===== src/kvct_pkg.sv =====
// Shared types and constants for the key/value configuration tokenizer.
// No dependencies; imported by key_value_config_tokenizer.
`default_nettype none

package kvct_pkg;

  localparam int ITEMS_MAX_DEF  = 32;
  localparam int HOLD_DEPTH_DEF = 16;

  localparam int BYTE_W  = 8;
  localparam int KIND_W  = 2;
  localparam int INDEX_W = 6;

  // Character codes
  localparam logic [BYTE_W-1:0] CH_NUL   = 8'h00;
  localparam logic [BYTE_W-1:0] CH_HASH  = 8'h23;
  localparam logic [BYTE_W-1:0] CH_EQ    = 8'h3D;
  localparam logic [BYTE_W-1:0] CH_LF    = 8'h0A;
  localparam logic [BYTE_W-1:0] CH_SPACE = 8'h20;
  localparam logic [BYTE_W-1:0] CH_TAB   = 8'h09;
  localparam logic [BYTE_W-1:0] CH_CR    = 8'h0D;

  typedef enum logic [KIND_W-1:0] {
    KIND_NAME  = 2'd0,
    KIND_VALUE = 2'd1,
    KIND_ITEM  = 2'd2,
    KIND_END   = 2'd3
  } kind_t;

  typedef enum logic [1:0] {
    MODE_NAME    = 2'd0,
    MODE_VALUE   = 2'd1,
    MODE_COMMENT = 2'd2
  } mode_t;

  typedef enum logic [1:0] {
    ST_IDLE  = 2'd0,
    ST_OVF   = 2'd1,
    ST_FLUSH = 2'd2,
    ST_BYTE  = 2'd3
  } state_t;

  function automatic logic is_blank(input logic [BYTE_W-1:0] c);
    return (c == CH_SPACE) || (c == CH_TAB) || (c == CH_CR) || (c == CH_LF);
  endfunction

endpackage

`default_nettype wire


===== src/key_value_config_tokenizer.sv =====
// Key/value configuration tokenizer: splits name=value text into name bytes,
// value bytes, item marks and an end-of-text count. Depends on kvct_pkg.
//
//   channel | dir | tdata                                   | tuser / tlast
//   in_     | in  | [7:0] text_byte                         | -
//   out_    | out | [7:0] out_byte, [13:8] item_number, pad | tuser[1:0] token_kind,
//           |     |                                         | tuser[2] trim_overflow,
//           |     |                                         | tlast run_last
//
// Most bytes are handled in ST_IDLE; a value byte releasing held whitespace goes
// through ST_FLUSH then ST_BYTE, a hold-buffer overflow through ST_OVF. Held bytes
// sit in a HOLD_DEPTH-entry ring memory read one entry per cycle while the output is free.
// Reset (rst_n low, synchronous) clears control state; the ring needs no clear.
// A stalled output register holds and stops further input transfers.
`default_nettype none

module key_value_config_tokenizer
  import kvct_pkg::*;
#(
  parameter int ITEMS_MAX  = ITEMS_MAX_DEF,
  parameter int HOLD_DEPTH = HOLD_DEPTH_DEF
) (
  input  wire logic        clk,
  input  wire logic        rst_n,
  input  wire logic        in_tvalid,
  output logic             in_tready,
  input  wire logic [7:0]  in_tdata,   // [7:0] text_byte
  output logic             out_tvalid,
  input  wire logic        out_tready,
  output logic [15:0]      out_tdata,  // [7:0] out_byte, [13:8] item_number, [15:14] zero
  output logic [2:0]       out_tuser,  // [1:0] token_kind, [2] trim_overflow
  output logic             out_tlast   // run_last
);

  localparam int PW = (HOLD_DEPTH > 1) ? $clog2(HOLD_DEPTH) : 1;
  localparam int CW = $clog2(HOLD_DEPTH + 1);
  localparam int SW = CW + 1;

  localparam logic [PW-1:0]      HEAD_LAST = PW'(HOLD_DEPTH - 1);
  localparam logic [CW-1:0]      CNT_FULL  = CW'(HOLD_DEPTH);
  localparam logic [SW-1:0]      SUM_WRAP  = SW'(HOLD_DEPTH);
  localparam logic [INDEX_W:0]   IDX_LIMIT = (INDEX_W+1)'(ITEMS_MAX);
  localparam logic [INDEX_W-1:0] IDX_MAX   = INDEX_W'(ITEMS_MAX);

  // Control state
  state_t              state_r, state_nxt;
  mode_t               mode_r, mode_nxt;
  logic                started_r, started_nxt;
  logic [INDEX_W-1:0]  index_r, index_nxt;
  logic                full_r, full_nxt;
  logic [PW-1:0]       head_r, head_nxt;
  logic [CW-1:0]       count_r, count_nxt;
  logic [BYTE_W-1:0]   cur_byte_r, cur_byte_nxt;

  // Output register
  logic                out_valid_r;
  kind_t               out_kind_r;
  logic [BYTE_W-1:0]   out_byte_r;
  logic [INDEX_W-1:0]  out_num_r;
  logic                out_last_r;
  logic                out_ovf_r;

  logic                load;
  kind_t               ld_kind;
  logic [BYTE_W-1:0]   ld_byte;
  logic [INDEX_W-1:0]  ld_num;
  logic                ld_last;
  logic                ld_ovf;

  // Hold ring memory
  logic [BYTE_W-1:0]   hold_mem [HOLD_DEPTH];
  logic [BYTE_W-1:0]   rdata_r;
  logic                mem_we;
  logic [PW-1:0]       mem_waddr;
  logic [BYTE_W-1:0]   mem_wdata;

  logic                slot_free;
  logic                in_xfer;
  logic [BYTE_W-1:0]   c;
  logic [PW-1:0]       head_inc;
  logic [SW-1:0]       tail_sum;
  logic [PW-1:0]       tail;
  logic [INDEX_W:0]    index_inc;

  assign slot_free = !out_valid_r || out_tready;
  assign in_tready = (state_r == ST_IDLE) && slot_free;
  assign in_xfer   = in_tvalid && in_tready;
  assign c         = in_tdata;

  assign head_inc  = (head_r == HEAD_LAST) ? '0 : head_r + PW'(1);
  assign tail_sum  = SW'(head_r) + SW'(count_r);
  assign tail      = (tail_sum >= SUM_WRAP) ? PW'(tail_sum - SUM_WRAP) : PW'(tail_sum);
  assign index_inc = {1'b0, index_r} + (INDEX_W+1)'(1);

  // Next state
  always_comb begin
    state_nxt = state_r;
    unique case (state_r)
      ST_IDLE: begin
        if (in_xfer && c != CH_NUL && !full_r && mode_r == MODE_VALUE
            && c != CH_LF && c != CH_HASH) begin
          if (is_blank(c)) begin
            if (started_r && count_r == CNT_FULL) state_nxt = ST_OVF;
          end else if (count_r != '0) begin
            state_nxt = ST_FLUSH;
          end
        end
      end
      ST_OVF: begin
        if (slot_free) state_nxt = ST_IDLE;
      end
      ST_FLUSH: begin
        if (slot_free && count_r == CW'(1)) state_nxt = ST_BYTE;
      end
      ST_BYTE: begin
        if (slot_free) state_nxt = ST_IDLE;
      end
      default: state_nxt = ST_IDLE;
    endcase
  end

  // Datapath and outputs
  always_comb begin
    mode_nxt     = mode_r;
    started_nxt  = started_r;
    index_nxt    = index_r;
    full_nxt     = full_r;
    head_nxt     = head_r;
    count_nxt    = count_r;
    cur_byte_nxt = cur_byte_r;
    load         = 1'b0;
    ld_kind      = KIND_NAME;
    ld_byte      = '0;
    ld_num       = index_r;
    ld_last      = 1'b1;
    ld_ovf       = 1'b0;
    mem_we       = 1'b0;
    mem_waddr    = tail;
    mem_wdata    = c;
    unique case (state_r)
      ST_IDLE: begin
        if (in_xfer) begin
          cur_byte_nxt = c;
          if (c == CH_NUL) begin
            load        = 1'b1;
            ld_kind     = KIND_END;
            ld_num      = full_r ? IDX_MAX : index_inc[INDEX_W-1:0];
            mode_nxt    = MODE_NAME;
            started_nxt = 1'b0;
            index_nxt   = '0;
            full_nxt    = 1'b0;
            count_nxt   = '0;
          end else if (full_r) begin
            // drop everything until end of text
          end else begin
            case (mode_r)
              MODE_NAME: begin
                if (c == CH_EQ) begin
                  mode_nxt    = MODE_VALUE;
                  started_nxt = 1'b0;
                  count_nxt   = '0;
                end else if (c == CH_HASH) begin
                  mode_nxt = MODE_COMMENT;
                end else if (!is_blank(c)) begin
                  load        = 1'b1;
                  ld_kind     = KIND_NAME;
                  ld_byte     = c;
                  started_nxt = 1'b1;
                end
              end
              MODE_VALUE: begin
                if (c == CH_LF || c == CH_HASH) begin
                  load        = 1'b1;
                  ld_kind     = KIND_ITEM;
                  count_nxt   = '0;
                  started_nxt = 1'b0;
                  mode_nxt    = (c == CH_LF) ? MODE_NAME : MODE_COMMENT;
                  index_nxt   = index_inc[INDEX_W-1:0];
                  if (index_inc >= IDX_LIMIT) full_nxt = 1'b1;
                end else if (is_blank(c)) begin
                  // hold inner whitespace; a full ring first releases its oldest
                  if (started_r && count_r != CNT_FULL) begin
                    mem_we    = 1'b1;
                    count_nxt = count_r + CW'(1);
                  end
                end else if (count_r == '0) begin
                  load        = 1'b1;
                  ld_kind     = KIND_VALUE;
                  ld_byte     = c;
                  started_nxt = 1'b1;
                end else begin
                  started_nxt = 1'b1;
                end
              end
              MODE_COMMENT: begin
                if (c == CH_LF) begin
                  mode_nxt    = MODE_NAME;
                  started_nxt = 1'b0;
                end
              end
              default: ;
            endcase
          end
        end
      end
      ST_OVF: begin
        if (slot_free) begin
          load      = 1'b1;
          ld_kind   = KIND_VALUE;
          ld_byte   = rdata_r;
          ld_ovf    = 1'b1;
          mem_we    = 1'b1;
          mem_waddr = head_r;
          mem_wdata = cur_byte_r;
          head_nxt  = head_inc;
        end
      end
      ST_FLUSH: begin
        if (slot_free) begin
          load      = 1'b1;
          ld_kind   = KIND_VALUE;
          ld_byte   = rdata_r;
          ld_last   = 1'b0;
          head_nxt  = head_inc;
          count_nxt = count_r - CW'(1);
        end
      end
      ST_BYTE: begin
        if (slot_free) begin
          load    = 1'b1;
          ld_kind = KIND_VALUE;
          ld_byte = cur_byte_r;
        end
      end
      default: ;
    endcase
  end

  // Ring memory: read data follows the next head pointer
  always_ff @(posedge clk) begin
    if (mem_we) begin
      hold_mem[mem_waddr] <= mem_wdata;
    end
    rdata_r <= hold_mem[head_nxt];
  end

  always_ff @(posedge clk) begin
    if (!rst_n) begin
      state_r     <= ST_IDLE;
      mode_r      <= MODE_NAME;
      started_r   <= 1'b0;
      index_r     <= '0;
      full_r      <= 1'b0;
      head_r      <= '0;
      count_r     <= '0;
      out_valid_r <= 1'b0;
    end else begin
      state_r   <= state_nxt;
      mode_r    <= mode_nxt;
      started_r <= started_nxt;
      index_r   <= index_nxt;
      full_r    <= full_nxt;
      head_r    <= head_nxt;
      count_r   <= count_nxt;
      if (load) begin
        out_valid_r <= 1'b1;
      end else if (out_tready) begin
        out_valid_r <= 1'b0;
      end
    end
  end

  always_ff @(posedge clk) begin
    cur_byte_r <= cur_byte_nxt;
    if (load) begin
      out_kind_r <= ld_kind;
      out_byte_r <= ld_byte;
      out_num_r  <= ld_num;
      out_last_r <= ld_last;
      out_ovf_r  <= ld_ovf;
    end
  end

  assign out_tvalid = out_valid_r;
  assign out_tdata  = {2'b00, out_num_r, out_byte_r};
  assign out_tuser  = {out_ovf_r, out_kind_r};
  assign out_tlast  = out_last_r;

endmodule

`default_nettype wire

===== config.mk =====
export PLATFORM = sky130hd
export DESIGN_NAME = key_value_config_tokenizer
export DESIGN_NICKNAME = d
export VERILOG_FILES = /design/src/kvct_pkg.sv /design/src/key_value_config_tokenizer.sv
export SDC_FILE = /design/constraint.sdc
export NUM_CORES = 1
export LEC_CHECK = 0
export ABC_CLOCK_PERIOD_IN_PS = 3700
export BUFFER_PORTS_ARGS = -buffer_cell sky130_fd_sc_hd__buf_2
export CORE_MARGIN = 1.5
export CORE_UTILIZATION = 30
export DETAILED_ROUTE_END_ITERATION = 7
export SYNTH_ARGS = -nofsm -noshare
export SYNTH_HDL_FRONTEND = slang
export SYNTH_SLANG_ARGS = --single-unit

===== constraint.sdc =====
create_clock -name clk -period 3.7 [get_ports clk]
set_input_delay 0 -clock clk [delete_from_list [all_inputs] [get_ports clk]]
set_output_delay 0 -clock clk [all_outputs]
set_load 0.1 [all_outputs]

## Yosys cells after proc, flatten, opt, wreduce, memory -nomap -nowiden

Memory sizes are Yosys's and may differ from the RTL's. A register that Yosys moved wholly into a read port is not among the register bits.
Cells that the tools add are included.

- Register bits: 48
- Latch bits: 0
- Memory bits (writable): 128
- ROM bits: 0
- Input bits: 12
- Word-level logic and storage cells: 195
- Memories kept: 1

Memories:

| name | depth | width | rd ports | clocked after Yosys merged registers in | wr ports | line | RTL |
|---|---|---|---|---|---|---|---|
| hold_mem | 16 | 8 | 1 | 1 | 1 | key_value_config_tokenizer.sv:71 | `logic [BYTE_W-1:0] hold_mem [HOLD_DEPTH];` |

- Add/sub/neg operators: 6
- Multipliers: 0
- Div/mod/pow operators: 0
- Order comparisons: 2
- Equal/unequal tests: 34
- Shift-type cells: 0
- Mux-type cells: 101
- Bitwise logic cells: 0
- Reductions and logical operators: 37

Operators with widths:

| kind | count |
|---|---|
| $mux W8 | 13 |
| $mux W6 | 8 |
| $mux W5 | 8 |
| $mux W1 | 37 |
| $mux W2 | 18 |
| $eq A8 B4 Y1 const B | 3 |
| $eq A8 B6 Y1 const B | 3 |
| $mux W4 | 6 |
| $pmux W8 S3 | 1 |
| $pmux W5 S2 | 2 |
| $pmux W8 S2 | 1 |
| $ne A4 B4 Y1 const B | 3 |
| $pmux W2 S3 | 2 |
| $logic_and A1 B1 Y1 | 10 |
| $ne A5 B2 Y1 const B | 2 |
| $reduce_and A5 Y1 | 2 |
| $logic_not A8 Y1 | 1 |
| $ne A8 B4 Y1 const B | 1 |
| $ne A8 B6 Y1 const B | 1 |
| $reduce_and A8 Y1 | 1 |
| $reduce_bool A2 Y1 | 4 |
| $reduce_bool A8 Y1 | 1 |
| $add A6 B1 Y7 const B | 1 |
| $ge A7 B6 Y1 const B | 1 |
| 32 further kinds | 50 |

## Logic depth before layout (Yosys ltp)

- Word-level depth: 13
- Gate-level depth with buffers: 10

## Least setup slack after synthesis

Ideal clock, no wire load.

- Path kind: reg-to-reg
- Start: register out_valid_r (netlist: out_tvalid)
- End: memory hold_mem[3][0] (enable)
- Setup time: 0.383 ns
- Arrival: 2.896 ns
- Required time: 3.317 ns
- Slack: 0.420 ns
- Cell stages (with the launch flop): 9
- Buffers on the path: 1
- Clock period less this slack: 3.280 ns
- Cells stage by stage: dfxtp_1 nand2b_1 clkbuf_8 nand2_1 inv_1 nor2_1 o2111ai_4 o32a_4 nor3_1

- Longest elaborated chain between the ends: 8
- Elaborated cells on any way between the ends: 11
- Those cells by class: 7 x mux; 4 x reduce/logical

RTL lines:

| element | line | RTL |
|---|---|---|
| start, declared | key_value_config_tokenizer.sv:56 | `logic out_valid_r;` |
| start signal, assigned | key_value_config_tokenizer.sv:256 | `out_valid_r <= 1'b0;` |
| start signal, assigned | key_value_config_tokenizer.sv:266 | `out_valid_r <= 1'b1;` |
| start signal, assigned | key_value_config_tokenizer.sv:268 | `out_valid_r <= 1'b0;` |
| $logic_not A1 Y1 * | key_value_config_tokenizer.sv:85 | `assign slot_free = !out_valid_r \|\| out_tready;` |
| $logic_or A1 B1 Y1 * | key_value_config_tokenizer.sv:85 |  |
| $logic_and A1 B1 Y1 | key_value_config_tokenizer.sv:86 | `assign in_tready = (state_r == ST_IDLE) && slot_free;` |
| $logic_and A1 B1 Y1 | key_value_config_tokenizer.sv:87 | `assign in_xfer = in_tvalid && in_tready;` |
| $mux W1 | key_value_config_tokenizer.sv:142 | `if (in_xfer) begin` |
| $pmux W1 S2 | key_value_config_tokenizer.sv:140 | `unique case (state_r)` |
| $mux W1 | key_value_config_tokenizer.sv:241 | `if (mem_we) begin` |
| $mux W1 (not written as such) | key_value_config_tokenizer.sv:242 | `hold_mem[mem_waddr] <= mem_wdata;` |
| end, declared | key_value_config_tokenizer.sv:71 |  |

Mark *: on every way between the ends. The rest lies on a longest branch, timed or not.

## Worst setup path after layout

- Start: register state_r[1]
- End: register rdata_r[2] (read register of hold_mem)

- Longest elaborated chain between the ends: 3
- Elaborated cells on any way between the ends: 4
- Those cells by class: 2 x eq/ne; 1 x mux; 1 x reduce/logical

RTL lines:

| element | line | RTL |
|---|---|---|
| start, declared | key_value_config_tokenizer.sv:46 | `state_t state_r, state_nxt;` |
| start signal, assigned | key_value_config_tokenizer.sv:258 | `state_r <= state_nxt;` |
| $eq A2 B2 Y1 or $eq A2 B1 Y1 (tied branches) | key_value_config_tokenizer.sv:140 |  |
| $reduce_or A2 Y1 (no source line) * | -- |  |
| $mux W4 * | -- |  |
| end, declared | key_value_config_tokenizer.sv:72 | `logic [BYTE_W-1:0] rdata_r;` |

Marks and branches as above.
A chain may end at the register's enable or synchronous reset.

==> summary.txt <==
Outcome
  – Status: finished, final reports clean

Clock network
  – Clock Sinks: 184
  – Latest clock arrival within the worst-skew pair: 430 ps
  – CTS Buffer Depth: 2
  – CTS Buf Count: 17
  – Post-CTS Setup Inserts: 0
  – Resized cells post-CTS: 0
  – CTS tree: built
  – H-tree levels: 4
  – Worst-path clk slew: 70 ps
  – Root Driver: clkbuf_16

Die
  – Starting Density: 0.3045
  – Die area: 30090 µm²
  – I/O Pins: 34
  – Die X: 173.5 µm
  – Core ar.: 28630 µm²
  – Die height: 173.5 µm
  – Rows: 62

Route
  – Routed Antenna Nets: 0
  – Avg WL per Cell: 18.27 µm
  – Drt pass-1 iters: 5
  – # DRC: 0
  – Vias post-DR: 5847
  – DRT Wirelength: 20.70 mm
  – Initial DRC count: 571
  – Post-DR vias/cell: 5.161

Min path
  – Hold/Removal Path Class: in -> reg

GRT
  – First-pass GRT wire length: 32.69 mm
  – Vias in the first global route: 5595
  – Initial antenna violation count: 1
  – All-Layer GR Usage: 0.1418
  – Largest net degree at the start of global routing: 65
  – GR Overflow Total: 0

STA
  – Setup total negative slack: 0 ps
  – Max Freq: 329.6 MHz
  – Worst Skew: 8.243 ps
  – Final Hold Viols: 0
  – Final number of setup-violating endpoints: 0
  – Slew at the pin closest to its max-slew limit: 868.7 ps
  – Relative slew slack: 0.4170
  – Pins Over Slew Limit: 0
  – Fin crit share: 0.8199
  – RSZ-0062 raised after global routing: no
  – Fin crit period: 3034 ps
  – Smallest hold slack: 68.88 ps

Power
  – Leakage: 3.289 nW
  – Worst IR Drop VDD: 0.2305 mV
  – Tot Pwr: 0.004334 W
  – Power Density: 433.3 nW/µm²

Worst setup path
  – Cell chain of the critical path: inv_1 -> ha_1 -> inv_1 -> nor2_1 -> o22ai_1 -> a21oi_1 -> a311oi_1 -> or4b_2
  – Cell mode on critical path: inv_1
  – CP Launch Type: flip-flop
  – Crit-path max cell delay: 690 ps
  – CP Max Fanout: 8
  – Highest-delay cell along the critical path: or4b_2
  – Critical Path RT: 4000 ps
  – Critical path buffers and inverters: 2
  – Worst Setup Path Type: reg -> reg
  – CP top delay family: simple AND/OR/NAND/NOR gates
  – CP arrival: 3330 ps
  – Worst Setup End Kind: flip-flop

Synth
  – Count leader, synth: edfxtp_1
  – Synth Flop Type: edfxtp_1
  – Top cells by count, synth: 154 x edfxtp_1, 56 x nand2_1, 30 x dfxtp_1, 30 x nand3_1, 29 x mux2i_1
  – Sequential fraction of the synthesis area: 0.5994
  – Synthesized instance count: 691
  – Syn Area/Cell: 12.62 µm²
  – Async set-reset flop share out of synthesis: 0
  – Yosys top cell by area: edfxtp_1
  – Cell variety after synth: 79
  – Yosys top cell area share: 0.5305
  – Synth warn: 0
  – Synth top area cells: edfxtp_1 53%, dfxtp_1 6.9%, mux2i_1 3.3%
  – Post-synth EDFFs: 154
  – #FFs+latches synth: 184
  – Post-synthesis cell area: 8717 µm²

Layout
  – # diodes: 0
  – Fillers: 2775
  – Layout net count: 767
  – Multi-input gate area: 3188 µm²
  – Storage cell area: 5225 µm²
  – Layout cells sized above 1: 0.1669
  – P&R area growth vs syn: 14.74%

Placement
  – Routability congestion estimate: 0.8492
  – IO buf count: 31
  – DP HPWL: 13.88 mm

Flow run
  – Max cap viols: 0
-- logic make-up (layout without fill, tap and decap cells) --
family          Yosys count  in the layout  synth area share
other cells               1              2         0.0004302
mux                      47             47           0.05655
flops                   184            184            0.5994
compound gates          165            165            0.1414
buf+inv                  57            114           0.03531
xor+xnor                  6              6          0.006028
fa+ha+maj                19             19           0.02813
simple gates            212            212            0.1328
-- power by group --
| group | switching [W] | internal, W | leakage [nW] |
|---|---|---|---|
| Combinational | 0.000200 | 0.0000405 | 1.35 |
| Sequential | 0.00000701 | 0.00226 | 1.65 |
| Clock | 0.000810 | 0.00101 | 0.286 |
-- flip-flops by register name, indices dropped and copies added, names as in the netlist, 2 cells and up --
signal,cells
hold_mem,128
cur_byte_r,8
out_byte_r,8
rdata_r,8
index_r,6
out_num_r,6
count_r,5
head_r,4
mode_r,2
out_kind_r,2
state_r,2
-- layout by cell type (no fill, tap or decap), types with 14 or more instances in the layout --
| cell | instances |
|---|---|
| a211oi_1 | 19 |
| a21oi_1 | 23 |
| a311oi_1 | 17 |
| and3_1 | 21 |
| buf_2 | 31 |
| buf_4 | 25 |
| clkbuf_16 | 17 |
| dfxtp_1 | 30 |
| edfxtp_1 | 154 |
| ha_1 | 18 |
| inv_1 | 15 |
| mux2_2 | 18 |
| mux2i_1 | 29 |
| nand2_1 | 56 |
| nand3_1 | 30 |
| nor2_1 | 21 |
| nor3_1 | 23 |
| o21ai_0 | 14 |
| o22ai_1 | 18 |
-- per-stage QoR --
stage	area [µm²]	utilization	setup WS, ps	instances
global route	10000	0.3494	516.7	1133
floorplan	8721	-	420.1	692
finish	10000	0.3494	666.3	1133
detailed placement	9316	0.3255	778.1	1092
CTS	10000	0.3494	750.9	1133
global placement	9316	0.3255	826.5	1092
-- what timing repair did --
item,CTS,global route
endpoints found under the setup margin,0,0
hold buffers,9,0
endpoints found under the hold margin,15,0
-- final cells by class --
cell class | instances | share of cell area
Timing Repair Buffer | 66 | 0.04528
Clock inverter | 14 | 0.01664
Sequential cell | 184 | 0.5224
Clock buffer | 18 | 0.04291
Multi-Input combinational cell | 451 | 0.3187
Inverter | 16 | 0.006004
Tap cell | 384 | 0.04804
-- path summary, 6_finish.rpt --
kind	depth (start not counted)	slack (ps)	startpoint	end
max	8	670	state_r[1]	rdata_r[2]
min	4	70	out_tready	head_r[0]
max reg2reg	8	670	state_r[1]	rdata_r[2]
min reg2reg	2	480	mode_r[1]	mode_r[1]
-- metal layers --
layer / vias to the layer above / wire length, µm / track usage
li1: 2795 / - / -
met1: 2871 / 9659 / 0.1983
met5: - / 0 / 0
met3: 20 / 1068 / 0.02675
met4: 0 / 354 / 0.04855
met2: 161 / 9612 / 0.2202
-- tightest hold or removal path, cell delays in order --
cell     delay [ps]
buf_2            90
nor2b_2          80
o21ai_1         190
a21oi_1          80
Note: power is estimated with default switching activity, not from simulation.
